File: src/hw/rtl/b64e_pkg.sv
package b64e_pkg;

   localparam logic [6:0] PAD_CHAR   = 7'h3D;
   localparam logic [6:0] PLUS_CHAR  = 7'h2B;
   localparam logic [6:0] SLASH_CHAR = 7'h2F;
   localparam int         MAX_CHARS  = 4;
   localparam int         QUEUE_DEPTH = 2;

   typedef logic [6:0] char_type;
   typedef logic [2:0] count_type;   // 1..4 characters per record
   typedef logic [1:0] index_type;
   typedef logic [1:0] qcount_type;  // 0..QUEUE_DEPTH

   // characters produced by one input word
   typedef struct packed {
      char_type [MAX_CHARS-1:0] chars;
      count_type                count;
      logic                     last;
   } record_type;

   function automatic char_type sextet_char(input logic [5:0] v);
      char_type c;
      if (v < 6'd26) begin
         c = 7'h41 + 7'(v);
      end else if (v < 6'd52) begin
         c = 7'h61 + 7'(v - 6'd26);
      end else if (v < 6'd62) begin
         c = 7'h30 + 7'(v - 6'd52);
      end else if (v == 6'd62) begin
         c = PLUS_CHAR;
      end else begin
         c = SLASH_CHAR;
      end
      return c;
   endfunction

endpackage

File: src/hw/rtl/b64e_if.sv
interface b64e_req_if;
   logic       valid;
   logic       ready;
   logic [7:0] data_byte;
   logic       final_byte;

   modport source(output valid, output data_byte, output final_byte, input ready);
   modport sink(input valid, input data_byte, input final_byte, output ready);
endinterface

interface b64e_rsp_if;
   logic       valid;
   logic       ready;
   logic [6:0] out_char;
   logic       last_char;

   modport source(output valid, output out_char, output last_char, input ready);
   modport sink(input valid, input out_char, input last_char, output ready);
endinterface

File: src/hw/rtl/b64e_front.sv
module b64e_front (
   input  logic                  clock,
   input  logic                  reset,
   b64e_req_if.sink              req_if,
   input  logic                  q_full,
   output logic                  push,
   output b64e_pkg::record_type  push_rec,
   output logic [1:0]            phase
);

   logic [1:0] phase_ff, phase_in;
   logic [3:0] left_ff, left_in;

   always_comb begin
      logic [7:0] b;
      logic [1:0] nphase;
      logic [3:0] nleft;
      b         = req_if.data_byte;
      push_rec  = '0;
      nphase    = 2'd1;
      nleft     = 4'd0;
      case (phase_ff)
         2'd1: begin
            push_rec.chars[0] = b64e_pkg::sextet_char({left_ff[1:0], b[7:4]});
            push_rec.count    = 3'd1;
            nphase            = 2'd2;
            nleft             = b[3:0];
         end
         2'd2: begin
            push_rec.chars[0] = b64e_pkg::sextet_char({left_ff, b[7:6]});
            push_rec.chars[1] = b64e_pkg::sextet_char(b[5:0]);
            push_rec.count    = 3'd2;
            nphase            = 2'd0;
            nleft             = 4'd0;
         end
         default: begin
            // unreachable phase three behaves as phase zero
            push_rec.chars[0] = b64e_pkg::sextet_char(b[7:2]);
            push_rec.count    = 3'd1;
            nphase            = 2'd1;
            nleft             = {2'b00, b[1:0]};
         end
      endcase
      if (req_if.final_byte) begin
         if (nphase == 2'd1) begin
            push_rec.chars[1] = b64e_pkg::sextet_char({nleft[1:0], 4'b0000});
            push_rec.chars[2] = b64e_pkg::PAD_CHAR;
            push_rec.chars[3] = b64e_pkg::PAD_CHAR;
            push_rec.count    = 3'd4;
         end else if (nphase == 2'd2) begin
            push_rec.chars[1] = b64e_pkg::sextet_char({nleft, 2'b00});
            push_rec.chars[2] = b64e_pkg::PAD_CHAR;
            push_rec.count    = 3'd3;
         end
         push_rec.last = 1'b1;
         nphase        = 2'd0;
         nleft         = 4'd0;
      end
      req_if.ready = !q_full;
      push         = req_if.valid && !q_full;
      phase_in     = push ? nphase : phase_ff;
      left_in      = push ? nleft : left_ff;
   end

   always_ff @(posedge clock) begin
      if (reset) begin
         phase_ff <= 2'd0;
         left_ff  <= 4'd0;
      end else begin
         phase_ff <= phase_in;
         left_ff  <= left_in;
      end
   end

   assign phase = phase_ff;

endmodule

File: src/hw/rtl/b64e_queue.sv
module b64e_queue (
   input  logic                  clock,
   input  logic                  reset,
   input  logic                  push,
   input  b64e_pkg::record_type  push_rec,
   input  logic                  pop,
   output b64e_pkg::record_type  head_rec,
   output logic                  empty,
   output logic                  full,
   output b64e_pkg::qcount_type  count
);

   b64e_pkg::record_type mem_ff [b64e_pkg::QUEUE_DEPTH];
   logic                 wr_ptr_ff, wr_ptr_in;
   logic                 rd_ptr_ff, rd_ptr_in;
   b64e_pkg::qcount_type count_ff, count_in;

   always_comb begin
      wr_ptr_in = push ? !wr_ptr_ff : wr_ptr_ff;
      rd_ptr_in = pop ? !rd_ptr_ff : rd_ptr_ff;
      count_in  = count_ff;
      if (push && !pop) begin
         count_in = count_ff + 2'd1;
      end else if (pop && !push) begin
         count_in = count_ff - 2'd1;
      end
   end

   always_ff @(posedge clock) begin
      if (reset) begin
         wr_ptr_ff <= 1'b0;
         rd_ptr_ff <= 1'b0;
         count_ff  <= '0;
      end else begin
         wr_ptr_ff <= wr_ptr_in;
         rd_ptr_ff <= rd_ptr_in;
         count_ff  <= count_in;
      end
   end

   always_ff @(posedge clock) begin
      if (push) begin
         mem_ff[wr_ptr_ff] <= push_rec;
      end
   end

   assign head_rec = mem_ff[rd_ptr_ff];
   assign empty    = (count_ff == 2'd0);
   assign full     = (count_ff == 2'(b64e_pkg::QUEUE_DEPTH));
   assign count    = count_ff;

endmodule

File: src/hw/rtl/b64e_back.sv
module b64e_back (
   input  logic                  clock,
   input  logic                  reset,
   input  b64e_pkg::record_type  head_rec,
   input  logic                  q_empty,
   output logic                  pop,
   b64e_rsp_if.source            rsp_if
);

   logic                  valid_ff, valid_in;
   b64e_pkg::char_type    char_ff, char_in;
   logic                  last_ff, last_in;
   b64e_pkg::index_type   idx_ff, idx_in;

   always_comb begin
      logic load;
      logic at_end;
      load     = !valid_ff || rsp_if.ready;
      at_end   = (idx_ff == 2'(head_rec.count - 3'd1));
      valid_in = valid_ff && !rsp_if.ready;
      char_in  = char_ff;
      last_in  = last_ff;
      idx_in   = idx_ff;
      pop      = 1'b0;
      if (load && !q_empty) begin
         valid_in = 1'b1;
         char_in  = head_rec.chars[idx_ff];
         last_in  = head_rec.last && at_end;
         if (at_end) begin
            pop    = 1'b1;
            idx_in = '0;
         end else begin
            idx_in = idx_ff + 2'd1;
         end
      end
   end

   always_ff @(posedge clock) begin
      if (reset) begin
         valid_ff <= 1'b0;
         idx_ff   <= '0;
      end else begin
         valid_ff <= valid_in;
         idx_ff   <= idx_in;
      end
   end

   always_ff @(posedge clock) begin
      char_ff <= char_in;
      last_ff <= last_in;
   end

   assign rsp_if.valid     = valid_ff;
   assign rsp_if.out_char  = char_ff;
   assign rsp_if.last_char = last_ff;

endmodule

File: src/hw/rtl/base64_encoder.sv
// Path: a word's characters are written into a queue entry, then loaded one
// at a time into the output register, which drives the output.
// Throughput: one character per cycle while the output is ready; a word yields
// 1 or 2 characters (up to 4 on a final word), drained by the single output
// register from a two-entry queue, which takes new words while not full.
// Reset: synchronous, active high; clears group phase, leftover bits and queue.
module base64_encoder (
   input  logic       clock,
   input  logic       reset,
   b64e_req_if.sink   req_if,
   b64e_rsp_if.source rsp_if
);

   logic                 push;
   logic                 pop;
   logic                 q_empty;
   logic                 q_full;
   logic [1:0]           phase;
   b64e_pkg::record_type push_rec;
   b64e_pkg::record_type head_rec;
   b64e_pkg::qcount_type q_count;

   b64e_front u_front (
      .clock    (clock),
      .reset    (reset),
      .req_if   (req_if),
      .q_full   (q_full),
      .push     (push),
      .push_rec (push_rec),
      .phase    (phase)
   );

   b64e_queue u_queue (
      .clock    (clock),
      .reset    (reset),
      .push     (push),
      .push_rec (push_rec),
      .pop      (pop),
      .head_rec (head_rec),
      .empty    (q_empty),
      .full     (q_full),
      .count    (q_count)
   );

   b64e_back u_back (
      .clock    (clock),
      .reset    (reset),
      .head_rec (head_rec),
      .q_empty  (q_empty),
      .pop      (pop),
      .rsp_if   (rsp_if)
   );

   // a final word always closes the group
   a_final_resets_phase: assert property (@(posedge clock) disable iff (reset)
      req_if.valid && req_if.ready && req_if.final_byte |=> phase == 2'd0)
      else $error("group phase not cleared after final word");

   a_queue_bound: assert property (@(posedge clock) disable iff (reset)
      q_count <= 2'(b64e_pkg::QUEUE_DEPTH))
      else $error("queue count out of range");

   a_no_pop_empty: assert property (@(posedge clock) disable iff (reset)
      pop |-> !q_empty)
      else $error("pop from empty queue");

   a_phase_two_next: assert property (@(posedge clock) disable iff (reset)
      push && !req_if.final_byte && phase == 2'd1 |=> phase == 2'd2)
      else $error("phase did not advance");

endmodule
File: src/flat_wrapper.sv
// flat-port wrapper written by rule: the top's interface ports become plain ports
module base64_encoder_flat 
  (clock, reset, req_if_valid, req_if_data_byte, req_if_final_byte, req_if_ready, rsp_if_valid, rsp_if_out_char, rsp_if_last_char, rsp_if_ready);
  b64e_req_if req_if_i ();
  b64e_rsp_if rsp_if_i ();
  input  logic clock;
  input  logic reset;
  input wire logic [$bits(req_if_i.valid)-1:0] req_if_valid;
  input wire logic [$bits(req_if_i.data_byte)-1:0] req_if_data_byte;
  input wire logic [$bits(req_if_i.final_byte)-1:0] req_if_final_byte;
  output wire logic [$bits(req_if_i.ready)-1:0] req_if_ready;
  output wire logic [$bits(rsp_if_i.valid)-1:0] rsp_if_valid;
  output wire logic [$bits(rsp_if_i.out_char)-1:0] rsp_if_out_char;
  output wire logic [$bits(rsp_if_i.last_char)-1:0] rsp_if_last_char;
  input wire logic [$bits(rsp_if_i.ready)-1:0] rsp_if_ready;
  assign req_if_i.valid = req_if_valid;
  assign req_if_i.data_byte = req_if_data_byte;
  assign req_if_i.final_byte = req_if_final_byte;
  assign req_if_ready = req_if_i.ready;
  assign rsp_if_valid = rsp_if_i.valid;
  assign rsp_if_out_char = rsp_if_i.out_char;
  assign rsp_if_last_char = rsp_if_i.last_char;
  assign rsp_if_i.ready = rsp_if_ready;
  base64_encoder u_core (.clock(clock), .reset(reset), .req_if(req_if_i), .rsp_if(rsp_if_i));
endmodule
File: config.mk
export PLATFORM = sky130hd
export DESIGN_NAME = base64_encoder_flat
export DESIGN_NICKNAME = d
export VERILOG_FILES = /design/src/hw/rtl/b64e_pkg.sv /design/src/hw/rtl/b64e_if.sv /design/src/hw/rtl/b64e_front.sv /design/src/hw/rtl/b64e_queue.sv /design/src/hw/rtl/b64e_back.sv /design/src/hw/rtl/base64_encoder.sv /design/src/flat_wrapper.sv
export SDC_FILE = /design/constraint.sdc
export NUM_CORES = 1
export LEC_CHECK = 0
export BUFFER_PORTS_ARGS = -buffer_cell sky130_fd_sc_hd__buf_2
export CAP_MARGIN = 20
export CELL_PAD_IN_SITES_DETAIL_PLACEMENT = 1
export CELL_PAD_IN_SITES_GLOBAL_PLACEMENT = 2
export CORE_MARGIN = 8
export CORE_UTILIZATION = 37
export CTS_BUF_LIST = sky130_fd_sc_hd__clkbuf_2 sky130_fd_sc_hd__clkbuf_4 sky130_fd_sc_hd__clkbuf_8
export CTS_CLUSTER_SIZE = 10
export DETAILED_ROUTE_END_ITERATION = 10
export GPL_TIMING_DRIVEN = 0
export PLACE_DENSITY_LB_ADDON = 0.1
export SYNTH_ARGS = -nofsm -noshare
export SYNTH_HDL_FRONTEND = slang
export SYNTH_SLANG_ARGS = --single-unit
File: constraint.sdc
create_clock -name clock -period 2.1 [get_ports clock]
set_input_delay 0.21 -clock clock [delete_from_list [all_inputs] [get_ports clock]]
set_output_delay 0.21 -clock clock [all_outputs]
set_load 0.01 [all_outputs]
Word-level counts from Yosys, hierarchy flattened
Memories as Yosys holds them, arrays and structs flattened. A register that Yosys moved wholly into a read port is not among the register bits.
Index checks and enable logic that the tools add are counted.
Word-level totals
  RAM bits: 62
  bits of input ports: 13
  register bits: 21
  output and inout port bits: 10
  memories: 1
Operators by class
  eq/ne operators: 10
  reduce and logical (&&, ||, !) cells: 17
  $add $sub $neg: 34
  $lt $le $gt $ge: 19
  multiplexer cells: 47
Memory list
  u_core.u_queue.mem_ff: depth 2, bits a word 31, rd ports 1, clocked after Yosys merged registers in 1, wr ports 1, line b64e_queue.sv:13  | b64e_pkg::record_type mem_ff [b64e_pkg::QUEUE_DEPTH];
Operators with widths (count)
  $mux 7: 20
  $lt 6x6->1 const B: 12
  $add 6x7->7 const A: 6
  $add 7x6->7 const A: 6
  $add 7x7->7 const A: 6
  $sub 6x5->7 const B: 6
  $sub 6x6->7 const B: 6
  $lt 6x5->1 const B: 6
  $mux 13: 2
  $eq 6x6->1 const B: 4
  $mux 20: 1
  $pmux 10 s2: 1
  $mux 3: 6
  $bmux 7 s2: 1
  $logic_not 1->1: 8
  $mux 2: 4
  $mux 4: 2
  $pmux 4 s2: 1
  $mux 1: 7
  $eq 2x2->1 const B: 3
  $logic_and 1x1->1: 6
  $mux 6: 1
  $add 2x1->2 const B: 2
  $eq 2x1->1 const B: 2
  7 further kinds: 8

Longest topological paths before layout
Gate-level depths: netlist of run 1.
  word-level depth: 10
  gate-level depth with buffers: 11
  depth with buffers taken out: 10

Cells and area by module
Synthesis of run 1 repeated with hierarchy kept, for this count alone.
Unflattened totals
  cells, all modules: 507
  area total of the unflattened synthesis: 5477.8 um2
Modules (own cells, without submodules)
  b64e_queue: cells each 122, area an instance 2517.4 um2, seq. area each 2021.9 um2, times used 1
  b64e_front: cells each 346, area an instance 2336.0 um2, seq. area each 120.1 um2, times used 1
  b64e_back: cells each 39, area an instance 624.3 um2, seq. area each 300.3 um2, times used 1

Least setup slack after synthesis of run 1
No wires, ideal clock.
  kind: reg2reg
  start: reg u_core.u_front.phase_ff[0], in the netlist u_core.u_front.phase[0]
  end: mem u_core.u_queue.mem_ff[0][13] (netlist bit), data pin
  slack: -0.283 ns
  cell stages (with the launch flop): 12
  required time: 1.840 ns
  period minus slack after synthesis: 2.383 ns
  arrival time: 2.123 ns
  cells stage by stage: dfxtp_1 -> inv_1 -> ha_1 -> clkbuf_1 -> o21ai_0 -> inv_1 -> ha_1 -> a21o_1 -> nand2_1 -> xnor2_1 -> o21ai_0 -> a22o_1
RTL lines
  start, declared: line b64e_front.sv:11  | logic [1:0] phase_ff, phase_in;
  start signal, assigned: line b64e_front.sv:70  | phase_ff <= phase_in;
  end, declared: line b64e_queue.sv:13

==> flow_metrics.tcl, run 1 <==
set metrics [dict create \
    status "finished with violations" \
    violations "setup timing" \
    synth_ff_type "edfxtp_1" \
    power_density_mw_per_mm2 795 \
    antenna_found_initial 0 \
    slew_viol_final 0 \
    synth-async-reset-ratio_pct 0 \
    clk_path_buf_depth 2 \
    dp_hpwl_mm 9.68 \
    syn2layout_area_growth_pct 28.7 \
    io_pins 23 \
    worst_path_dominant_cell_family "compound AO/OA/AOI/OAI gates" \
    antenna-diode-count 0 \
    start_kind "flop" \
    hold_class "in2reg" \
    finalHoldViolCount 0 \
    leakage_nw 1.99 \
    synth_area_mm2 0.00423 \
    cts-root-buf "clkbuf_8" \
    drtPass1Iterations 6 \
    tightestPinTransition_ns 0.690 \
    critical_path.max_fanout 6 \
    yosysUniqueCellTypes 63 \
    worstSetupEndpointType "flop" \
    synth_edf_count 46 \
    routed_wl_mm 13.2 \
    fp.dieArea_mm2 0.0151 \
    synth_warnings 0 \
    avgRoutedWirePerCell_um 20.0 \
    drt-initial-drc-count 224 \
    period_needed_ns 2.13 \
    grt_max_degree 21 \
    overflow 0 \
    die_w_um 123 \
    synthTopCellsByCount "edfxtp_1, nor2_1, o21ai_0" \
    synth.most_common_cell "edfxtp_1" \
    cts.htree.levels 3 \
    irDropWorstVdd_mv 0.526 \
    grt_use_total_pct 17.9 \
    cts.clk_slew.worst_paths_ns 0.06 \
    drive_above_1_share_pct 31.8 \
    synth_seq_area_share_pct 39.2 \
    coreArea_mm2 0.0113 \
    fp.dieH_um 123 \
    timing.fmax_mhz 469 \
    rsz0062_at_grt "true" \
    yosysTopAreaCell "edfxtp_1" \
    setup.worst_path.class "reg2reg" \
    slew_headroom_pct 53.7 \
    finalCritPeriodShare_pct 102 \
    path_buf_inv 3 \
    num_rows 39 \
    grt_pass1_wl_mm 21.1 \
    grt_pass1_vias 3937 \
    crit_chain "buf_4 > ha_2 > o21ai_2 > inv_2 > ha_4 > a21o_1 > nand2_4 > buf_12 > a221oi_4 > o31ai_4 > o21ai_2" \
    post_drt_via_cell_ratio 5.64 \
    cts_tree "done" \
    yosys.area.top_type_share_pct 32.6 \
    dp_slack_ns -1.03 \
    place_area_mm2 0.00457 \
    gp_routability_congestion 0.904 \
    fin_hold_ws_ns 0.118 \
    clk_latency_ns 0.33 \
    avgSynthCellArea_um2 9.43 \
    worstPathRequired_ns 2.27 \
    arrival_ns 2.30 \
    crit_path_max_incr_delay_ns 0.34 \
    synth.top_cells.by_area "edfxtp_1, ha_1, dfxtp_1, mux4_2, o21ai_0" \
    initial_core_util_pct 37.6 \
    design_area_mm2 0.00545 \
    cts_sinks 60 \
    crit_path_frequent_cell "o21ai_2" \
    io_buffer_count 22 \
    finClkSkew_ns 0.00965 \
    drcViolationCount 0 \
    vias 3712 \
    max_cap_viol_count 0 \
    nets 548 \
    cts_buffers 9 \
    syn-num-nets 487 \
    finalSetupViolCount 4 \
    cpMaxStageDelayCell "dfxtp_2" \
    synthCells 449 \
    ant_nets 0 \
    ys_seq_elements 60 \
    fin_ws_ns -0.0322 \
]
-- flip-flops by register name, summed over array words and instances (netlist names), named ones only --
signal,flops
u_core.u_queue.count,2
u_core.u_front.left_ff,4
u_core.u_back.idx_ff,2
u_core.u_front.phase,2
u_core.u_back.rsp_if.out_char,7
u_core.u_queue.rd_ptr_ff,1
u_core.u_queue.wr_ptr_ff,1
u_core.u_back.rsp_if.last_char,1
u_core.u_back.rsp_if.valid,1
u_core.u_queue.mem_ff,38
-- power breakdown --
group / total, mW / internal, mW / leakage (nW) / switching [mW]
Sequential: 1.73 / 1.62 / 0.551 / 0.110
Clock: 0.837 / 0.434 / 0.0817 / 0.404
Combinational: 1.76 / 0.765 / 1.36 / 0.994
Total: 4.33 / 2.82 / 1.99 / 1.51
-- kinds of logic after synthesis --
kind of cell             after synthesis  synth area share, %
AND/OR/NAND/NOR                      140                 16.7
AO/OA/AOI/OAI                        132                 21.1
buffers and inverters                 61                 6.26
flip-flops                            60                 39.2
adder cells (fa/ha/maj)               25                 7.39
multiplexers                          17                 6.44
XOR/XNOR                              14                 2.90
-- path summary, 6_finish.rpt --
path,slack (ns),cells past startpoint,startpoint,to
max,-0.03,11,u_core.u_front.phase[0]$_SDFFE_PP0P_,u_core.u_queue.mem_ff[0][14]$_DFFE_PP_
max reg2reg,-0.03,11,u_core.u_front.phase[0]$_SDFFE_PP0P_,u_core.u_queue.mem_ff[0][14]$_DFFE_PP_
min,0.12,2,reset,u_core.u_queue.count[1]$_SDFFE_PP0P_
min reg2reg,0.52,2,u_core.u_queue.rd_ptr_ff$_SDFFE_PP0P_,u_core.u_queue.rd_ptr_ff$_SDFFE_PP0P_
-- repair_timing --
| item | CTS | global route |
|---|---|---|
| setup buffers | 26 | 7 |
| hold buffers | 0 | 0 |
| gates resized for setup | 88 | 29 |
| endpoints found under the setup margin | 67 | 29 |
| pin swaps | 16 | 23 |
-- placed cells by master (no fill, tap or decap), types with 7 or more instances in the layout --
master / Yosys / routed
inv_1: 31 / 23
nand3_1: 9 / 9
a21oi_1: 29 / 27
ha_1: 25 / 15
xnor2_1: 10 / 9
a31oi_1: 9 / 9
buf_4: 2 / 30
clkbuf_8: 0 / 10
buf_2: 10 / 29
o21ai_0: 32 / 22
clkbuf_1: 15 / 7
nor2_1: 37 / 32
edfxtp_1: 46 / 46
dfxtp_1: 14 / 9
nor2b_1: 10 / 8
nand2_1: 31 / 27
nor3_1: 18 / 17
mux4_2: 8 / 8
o21ai_1: 0 / 7
-- final cells by class --
class / count / area [um^2]
Timing Repair Buffer: 54 / 374
Tap cell: 143 / 179
Fill cell: 1262 / 5820
Buffer: 26 / 209
Multi-Input combinational cell: 328 / 2730
Clock buffer: 11 / 139
Sequential cell: 60 / 1670
Clock inverter: 5 / 18.8
Inverter: 31 / 131
-- worst register-to-register path, cell delays in order (launching register included) --
cell,delay [ns]
dfxtp_2,0.34
buf_4,0.12
ha_2,0.27
o21ai_2,0.11
inv_2,0.09
ha_4,0.13
a21o_1,0.15
nand2_4,0.10
buf_12,0.16
a221oi_4,0.31
o31ai_4,0.13
o21ai_2,0.09
-- metal layers --
| layer | global-route usage [%] | share of wire, % |
|---|---|---|
| met1 | 21.4 | 44 |
| met2 | 32.7 | 52 |
| met3 | 2.33 | 2.3 |
| met4 | 5.64 | 1.3 |
| met5 | 0 | 0 |
-- through the flow --
stage	util [%]	cells	setup TNS, ns	total power [mW]
after floorplan	-	449	0	2.75
after global placement	40.6	614	-20.37	3.14
after detailed placement	40.6	614	-21.30	3.20
after CTS	47.2	653	-0.0254	4.30
after global routing	48.4	658	-0.822	4.60
final	48.4	658	-0.0705	4.33
Note: power is estimated with default switching activity, not from simulation.
==> run 2: changes to the inputs <==
--- a/config.mk
+++ b/config.mk
@@ -10,7 +10,7 @@
 export CELL_PAD_IN_SITES_DETAIL_PLACEMENT = 1
 export CELL_PAD_IN_SITES_GLOBAL_PLACEMENT = 2
 export CORE_MARGIN = 8
-export CORE_UTILIZATION = 37
+export CORE_UTILIZATION = 44
 export CTS_BUF_LIST = sky130_fd_sc_hd__clkbuf_2 sky130_fd_sc_hd__clkbuf_4 sky130_fd_sc_hd__clkbuf_8
 export CTS_CLUSTER_SIZE = 10
 export DETAILED_ROUTE_END_ITERATION = 10
==> constraint.sdc (replaced) <==
create_clock -name clock -period 2.7 [get_ports clock]
set_input_delay 0.27 -clock clock [delete_from_list [all_inputs] [get_ports clock]]
set_output_delay 0.27 -clock clock [all_outputs]
set_load 0.01 [all_outputs]
==> flow_metrics.tcl, run 2 (synthesis gave the netlist of run 1 again) <==
set metrics [dict create \
    hold_depth 2 \
    cell_internal_pwr_mw 2.18 \
    clk_latency_ns 0.34 \
    worstPathRequired_ns 2.78 \
    mostFrequentLayoutCells "edfxtp_1, nor2_1, buf_2, inv_1, nand2_1" \
    cts_tree "done" \
    num_rows 36 \
    post_drt_via_cell_ratio 5.74 \
    drcViolationCount 0 \
    slew_viol_final 0 \
    cpMaxStageDelayCell "dfxtp_1" \
    timing.rr.start "u_core.u_front.phase[0]$_SDFFE_PP0P_" \
    slew_headroom_pct 51.0 \
    p_sw_share_pct 32.8 \
    worstSetupEndpointType "flop" \
    die_w_um 114 \
    cts_sinks 60 \
    period_needed_ns 2.53 \
    path_buf_inv 3 \
    grt_pass1_wl_mm 20.0 \
    finalSetupViolCount 0 \
    drtPass1Iterations 4 \
    routed_wl_mm 12.0 \
    crit_path_max_incr_delay_ns 0.41 \
    mostFrequentLayoutCell "edfxtp_1" \
    grt_max_degree 20 \
    initial_core_util_pct 44.3 \
    start_kind "flop" \
    hp-start "reset" \
    fin_hold_ws_ns 0.163 \
    grt_use_total_pct 19.6 \
    power_density_mw_per_mm2 679 \
    arrival_ns 2.61 \
    seqPwrFrac_pct 41.3 \
    grt_pass1_vias 3871 \
    setup.worst_path.class "reg2reg" \
    postCtsSetupBuffers 0 \
    regToRegSetupSlack_ns 0.17 \
    dp_hpwl_mm 9.36 \
    whs_endpoint "u_core.u_back.idx_ff[0]$_SDFFE_PP0P_" \
    place_area_mm2 0.00455 \
    drive_above_1_share_pct 17.6 \
    io_pins 23 \
    drt-initial-drc-count 216 \
    status "completed" \
    design_area_mm2 0.00478 \
    fin_ws_ns 0.167 \
    fp.dieArea_mm2 0.0130 \
    cts.clk_slew.worst_paths_ns 0.06 \
    hold_class "in2reg" \
    timing.fmax_mhz 395 \
    irDropWorstVdd_mv 0.241 \
    cts.htree.levels 3 \
    worst_r2r_endpoint "u_core.u_queue.mem_ff[1][13]$_DFFE_PP_" \
    ant_nets 0 \
    crit_chain "inv_1 > ha_1 > buf_2 > o21ai_4 > inv_1 > ha_1 > a21o_1 > nand2_1 > xnor2_1 > o21ai_0 > a22o_1" \
    p_sw_mw 1.07 \
    critical_path.max_fanout 10 \
    nets 521 \
    max_cap_viol_count 0 \
    antenna_found_initial 0 \
    rsz0062_at_grt "false" \
    fill_cells 1127 \
    gp_routability_congestion 0.871 \
    syn2layout_area_growth_pct 13.0 \
    io_buffer_count 22 \
    antenna-diode-count 0 \
    largest_reg_flops 38 \
    clkPwrFrac_pct 23.9 \
    cts_buffers 9 \
    cts-root-buf "clkbuf_8" \
    fp.dieH_um 114 \
    finalCritPeriodShare_pct 93.8 \
    ctsHoldBuffers 0 \
    top_register "u_core.u_queue.mem_ff" \
    vias 3564 \
    worst_path_dominant_cell_family "compound AO/OA/AOI/OAI gates" \
    dp_slack_ns -0.588 \
    overflow 0 \
    finClkSkew_ns 0.00752 \
    p_comb_share_pct 34.8 \
    clk_path_buf_depth 2 \
    leakage_nw 1.75 \
    coreArea_mm2 0.00955 \
    tightestPinTransition_ns 0.729 \
    r2r_cells 11 \
    avgRoutedWirePerCell_um 19.4 \
    finalHoldViolCount 0 \
]
## run 2: changes by cell type in the layout (fill, tap and decap cells not counted), moves of 5 or more
cell,delta
o21ai_0,+7
inv_1,+8
buf_4,-28
ha_4,-6
ha_1,+10
o21ai_1,-5
## run 2: worst max path at each step
stage	startpoint	endpoint	slack, ns	depth (start not counted)
after floorplan	u_core.u_front.phase[0]$_SDFFE_PP0P_	u_core.u_queue.mem_ff[0][13]$_DFFE_PP_	0.32	11
after global placement	req_if_data_byte[7]	u_core.u_queue.mem_ff[0][6]$_DFFE_PP_	-0.51	10
after detailed placement	req_if_data_byte[7]	u_core.u_queue.mem_ff[0][6]$_DFFE_PP_	-0.59	10
after CTS	req_if_data_byte[7]	u_core.u_queue.mem_ff[0][6]$_DFFE_PP_	0.001	10
after global routing	u_core.u_front.phase[0]$_SDFFE_PP0P_	u_core.u_queue.mem_ff[0][13]$_DFFE_PP_	0.003	11
final	u_core.u_front.phase[0]$_SDFFE_PP0P_	u_core.u_queue.mem_ff[1][13]$_DFFE_PP_	0.17	11
## run 2: area by class of cell
type / instances / area [um^2] / area share [%]
Buffer: 29 / 154 / 3.22
Clock buffer: 13 / 154 / 3.22
Clock inverter: 3 / 37.5 / 0.785
Inverter: 31 / 116 / 2.43
Multi-Input combinational cell: 328 / 2350 / 49.2
Sequential cell: 60 / 1660 / 34.8
Tap cell: 133 / 166 / 3.48
Timing Repair Buffer: 24 / 140 / 2.93
## run 2: through the flow
| step | TNS (ns) | std cells | utilization (%) | power [mW] |
|---|---|---|---|---|
| after CTS | 0 | 621 | 49.7 | 3.27 |
| after detailed placement | -5.01 | 606 | 47.6 | 2.49 |
| after global routing | 0 | 621 | 50.1 | 3.46 |
| final | 0 | 621 | 50.1 | 3.25 |
| after global placement | -4.12 | 604 | 47.2 | 2.41 |
| after floorplan | 0 | 449 | - | 2.13 |
## run 2: repair_timing
| action | 4_1_cts | 5_1_grt |
|---|---|---|
| setup endpoints to repair | 16 | 14 |
| resized for setup | 7 | 13 |
| pin swaps | 0 | 1 |
## run 2: worst reg2reg max path, cell delays in order, from the launching register on
cell	delay, ns
dfxtp_1	0.41
inv_1	0.07
ha_1	0.33
buf_2	0.21
o21ai_4	0.20
inv_1	0.06
ha_1	0.22
a21o_1	0.19
nand2_1	0.16
xnor2_1	0.13
o21ai_0	0.09
a22o_1	0.21
## run 2: metal layers
| metal | vias up | global-route usage (%) | wire length, um |
|---|---|---|---|
| met5 | - | 0 | 0 |
| met4 | 0 | 7.36 | 217 |
| met3 | 19 | 3.64 | 449 |
| met2 | 63 | 34.4 | 6190 |
| met1 | 1741 | 23.1 | 5190 |
| li1 | 1741 | - | - |
## run 2: power groups by stage
stage / combinational (mW) / sequential (mW) / clock, mW
final: 1.13 / 1.34 / 0.776
after global routing: 1.25 / 1.37 / 0.835
after CTS: 1.13 / 1.34 / 0.797
after detailed placement: 1.12 / 1.36 / 0
after global placement: 1.06 / 1.35 / 0
after floorplan: 0.750 / 1.38 / 0
==> run 3: changes to the inputs <==
--- a/config.mk
+++ b/config.mk
@@ -10,7 +10,7 @@
 export CELL_PAD_IN_SITES_DETAIL_PLACEMENT = 1
 export CELL_PAD_IN_SITES_GLOBAL_PLACEMENT = 2
 export CORE_MARGIN = 8
-export CORE_UTILIZATION = 44
+export CORE_UTILIZATION = 41
 export CTS_BUF_LIST = sky130_fd_sc_hd__clkbuf_2 sky130_fd_sc_hd__clkbuf_4 sky130_fd_sc_hd__clkbuf_8
 export CTS_CLUSTER_SIZE = 10
 export DETAILED_ROUTE_END_ITERATION = 10
==> constraint.sdc (replaced) <==
create_clock -name clock -period 2.6 [get_ports clock]
set_input_delay 0.26 -clock clock [delete_from_list [all_inputs] [get_ports clock]]
set_output_delay 0.26 -clock clock [all_outputs]
set_load 0.01 [all_outputs]
==> flow_metrics.tcl, run 3 (synthesis gave the netlist of run 1 again) <==
set metrics [dict create \
    status "completed" \
    max_cap_viol_count 0 \
    worstSetupEndpointType "flop" \
    cts_tree "done" \
    finalCritPeriodShare_pct 95.5 \
    design_area_mm2 0.00484 \
    drive_above_1_share_pct 18.6 \
    initial_core_util_pct 41.6 \
    finalHoldViolCount 0 \
    slew_headroom_pct 52.5 \
    clk_path_buf_depth 2 \
    antenna-diode-count 0 \
    antenna_found_initial 0 \
    ant_nets 0 \
    place_area_mm2 0.00455 \
    gp_routability_congestion 0.861 \
    fp.dieH_um 118 \
    top_register "u_core.u_queue.mem_ff" \
    mostFrequentLayoutCells "edfxtp_1, nor2_1, inv_1, buf_2" \
    dp_hpwl_mm 9.54 \
    finalSetupViolCount 0 \
    finClkSkew_ns 0.0100 \
    fp.dieArea_mm2 0.0138 \
    period_needed_ns 2.48 \
    post_drt_via_cell_ratio 5.74 \
    cts-root-buf "clkbuf_8" \
    die_w_um 118 \
    vias 3586 \
    grt_pass1_wl_mm 20.4 \
    clk_latency_ns 0.33 \
    avgRoutedWirePerCell_um 19.7 \
    hold_class "in2reg" \
    irDropWorstVdd_mv 0.353 \
    routed_wl_mm 12.3 \
    largest_reg_flops 38 \
    dp_cells 609 \
    leakage_nw 1.77 \
    worstPathRequired_ns 2.63 \
    grt_max_degree 20 \
    mostFrequentLayoutCell "edfxtp_1" \
    fill_cells 1204 \
    cts.htree.levels 3 \
    final_cells 625 \
    setup.worst_path.class "reg2reg" \
    cts.clk_slew.worst_paths_ns 0.07 \
    fin_hold_ws_ns 0.165 \
    io_buffer_count 22 \
    arrival_ns 2.51 \
    nets 522 \
    num_rows 37 \
    timing.fmax_mhz 403 \
    power_mw 3.45 \
    syn2layout_area_growth_pct 14.3 \
    cts_buffers 9 \
    grt_pass1_vias 3851 \
    power_density_mw_per_mm2 713 \
    drt-initial-drc-count 164 \
    io_pins 23 \
    cts_sinks 60 \
    tightestPinTransition_ns 0.707 \
    ctsHoldBuffers 0 \
    coreArea_mm2 0.0102 \
    slew_viol_final 0 \
    critical_path.max_fanout 10 \
    start_kind "flop" \
    overflow 0 \
    grt_use_total_pct 18.1 \
    drtPass1Iterations 4 \
    drcViolationCount 0 \
]
-- run 3: critical path, cell delays in order, from the launching register on --
cell and delay, ns:
dfxtp_2 0.39, clkbuf_4 0.23, inv_1 0.12, ha_1 0.25, nand3b_1 0.27, a21oi_2 0.27
a21o_1 0.15, a2bb2oi_1 0.28, o221ai_2 0.23
-- run 3: area by class of cell --
| type | instances | area (um^2) | share of cell area, % |
|---|---|---|---|
| inverters | 31 | 116 | 2.40 |
| flip-flops and latches | 60 | 1670 | 34.4 |
| multi-input cells | 328 | 2380 | 49.1 |
| clock buffers | 9 | 124 | 2.56 |
| clock inverters | 7 | 81.3 | 1.68 |
| plain buffers | 29 | 156 | 3.23 |
| well taps | 136 | 170 | 3.52 |
| repair buffers | 25 | 148 | 3.05 |
-- run 3: path summary, 6_finish.rpt --
check	from	to	slack, ns	cells after the start
max	u_core.u_front.left_ff[0]$_SDFFE_PP0P_	u_core.u_queue.mem_ff[0][7]$_DFFE_PP_	0.12	8
min	reset	u_core.u_back.rsp_if.valid$_SDFF_PP0_	0.17	2
min reg2reg	u_core.u_back.rsp_if.valid$_SDFF_PP0_	u_core.u_back.rsp_if.valid$_SDFF_PP0_	0.53	2
max reg2reg	u_core.u_front.left_ff[0]$_SDFFE_PP0P_	u_core.u_queue.mem_ff[0][7]$_DFFE_PP_	0.12	8
-- run 3: stage by stage --
stage,util (%),worst slack [ns],setup TNS (ns)
4_1_cts,46.9,0.0149,0
3_3_place_gp,44.3,-0.639,-8.59
5_1_grt,47.5,-0.0145,-0.0285
3_5_place_dp,44.7,-0.709,-6.85
2_1_floorplan,-,0.217,0
6_report,47.5,0.116,0
-- run 3: per-layer routing --
metal | global-route usage [%] | up-vias | wire (um)
met2 | 32.7 | 57 | 6370
li1 | - | 1748 | -
met5 | 0 | - | 0
met1 | 21.4 | 1768 | 5490
met3 | 2.11 | 13 | 271
met4 | 6.97 | 0 | 195
-- run 3: power breakdown --
part / switching [mW] / leakage, nW / internal, mW
registers: 0.0813 / 0.550 / 1.31
clock network: 0.340 / 0.105 / 0.526
logic: 0.715 / 1.12 / 0.478
total: 1.14 / 1.77 / 2.31
-- run 3: what timing repair did --
action	CTS	global route
pin swaps	0	0
resized for setup	12	16
endpoints found under the setup margin	20	18
setup buffers	0	1
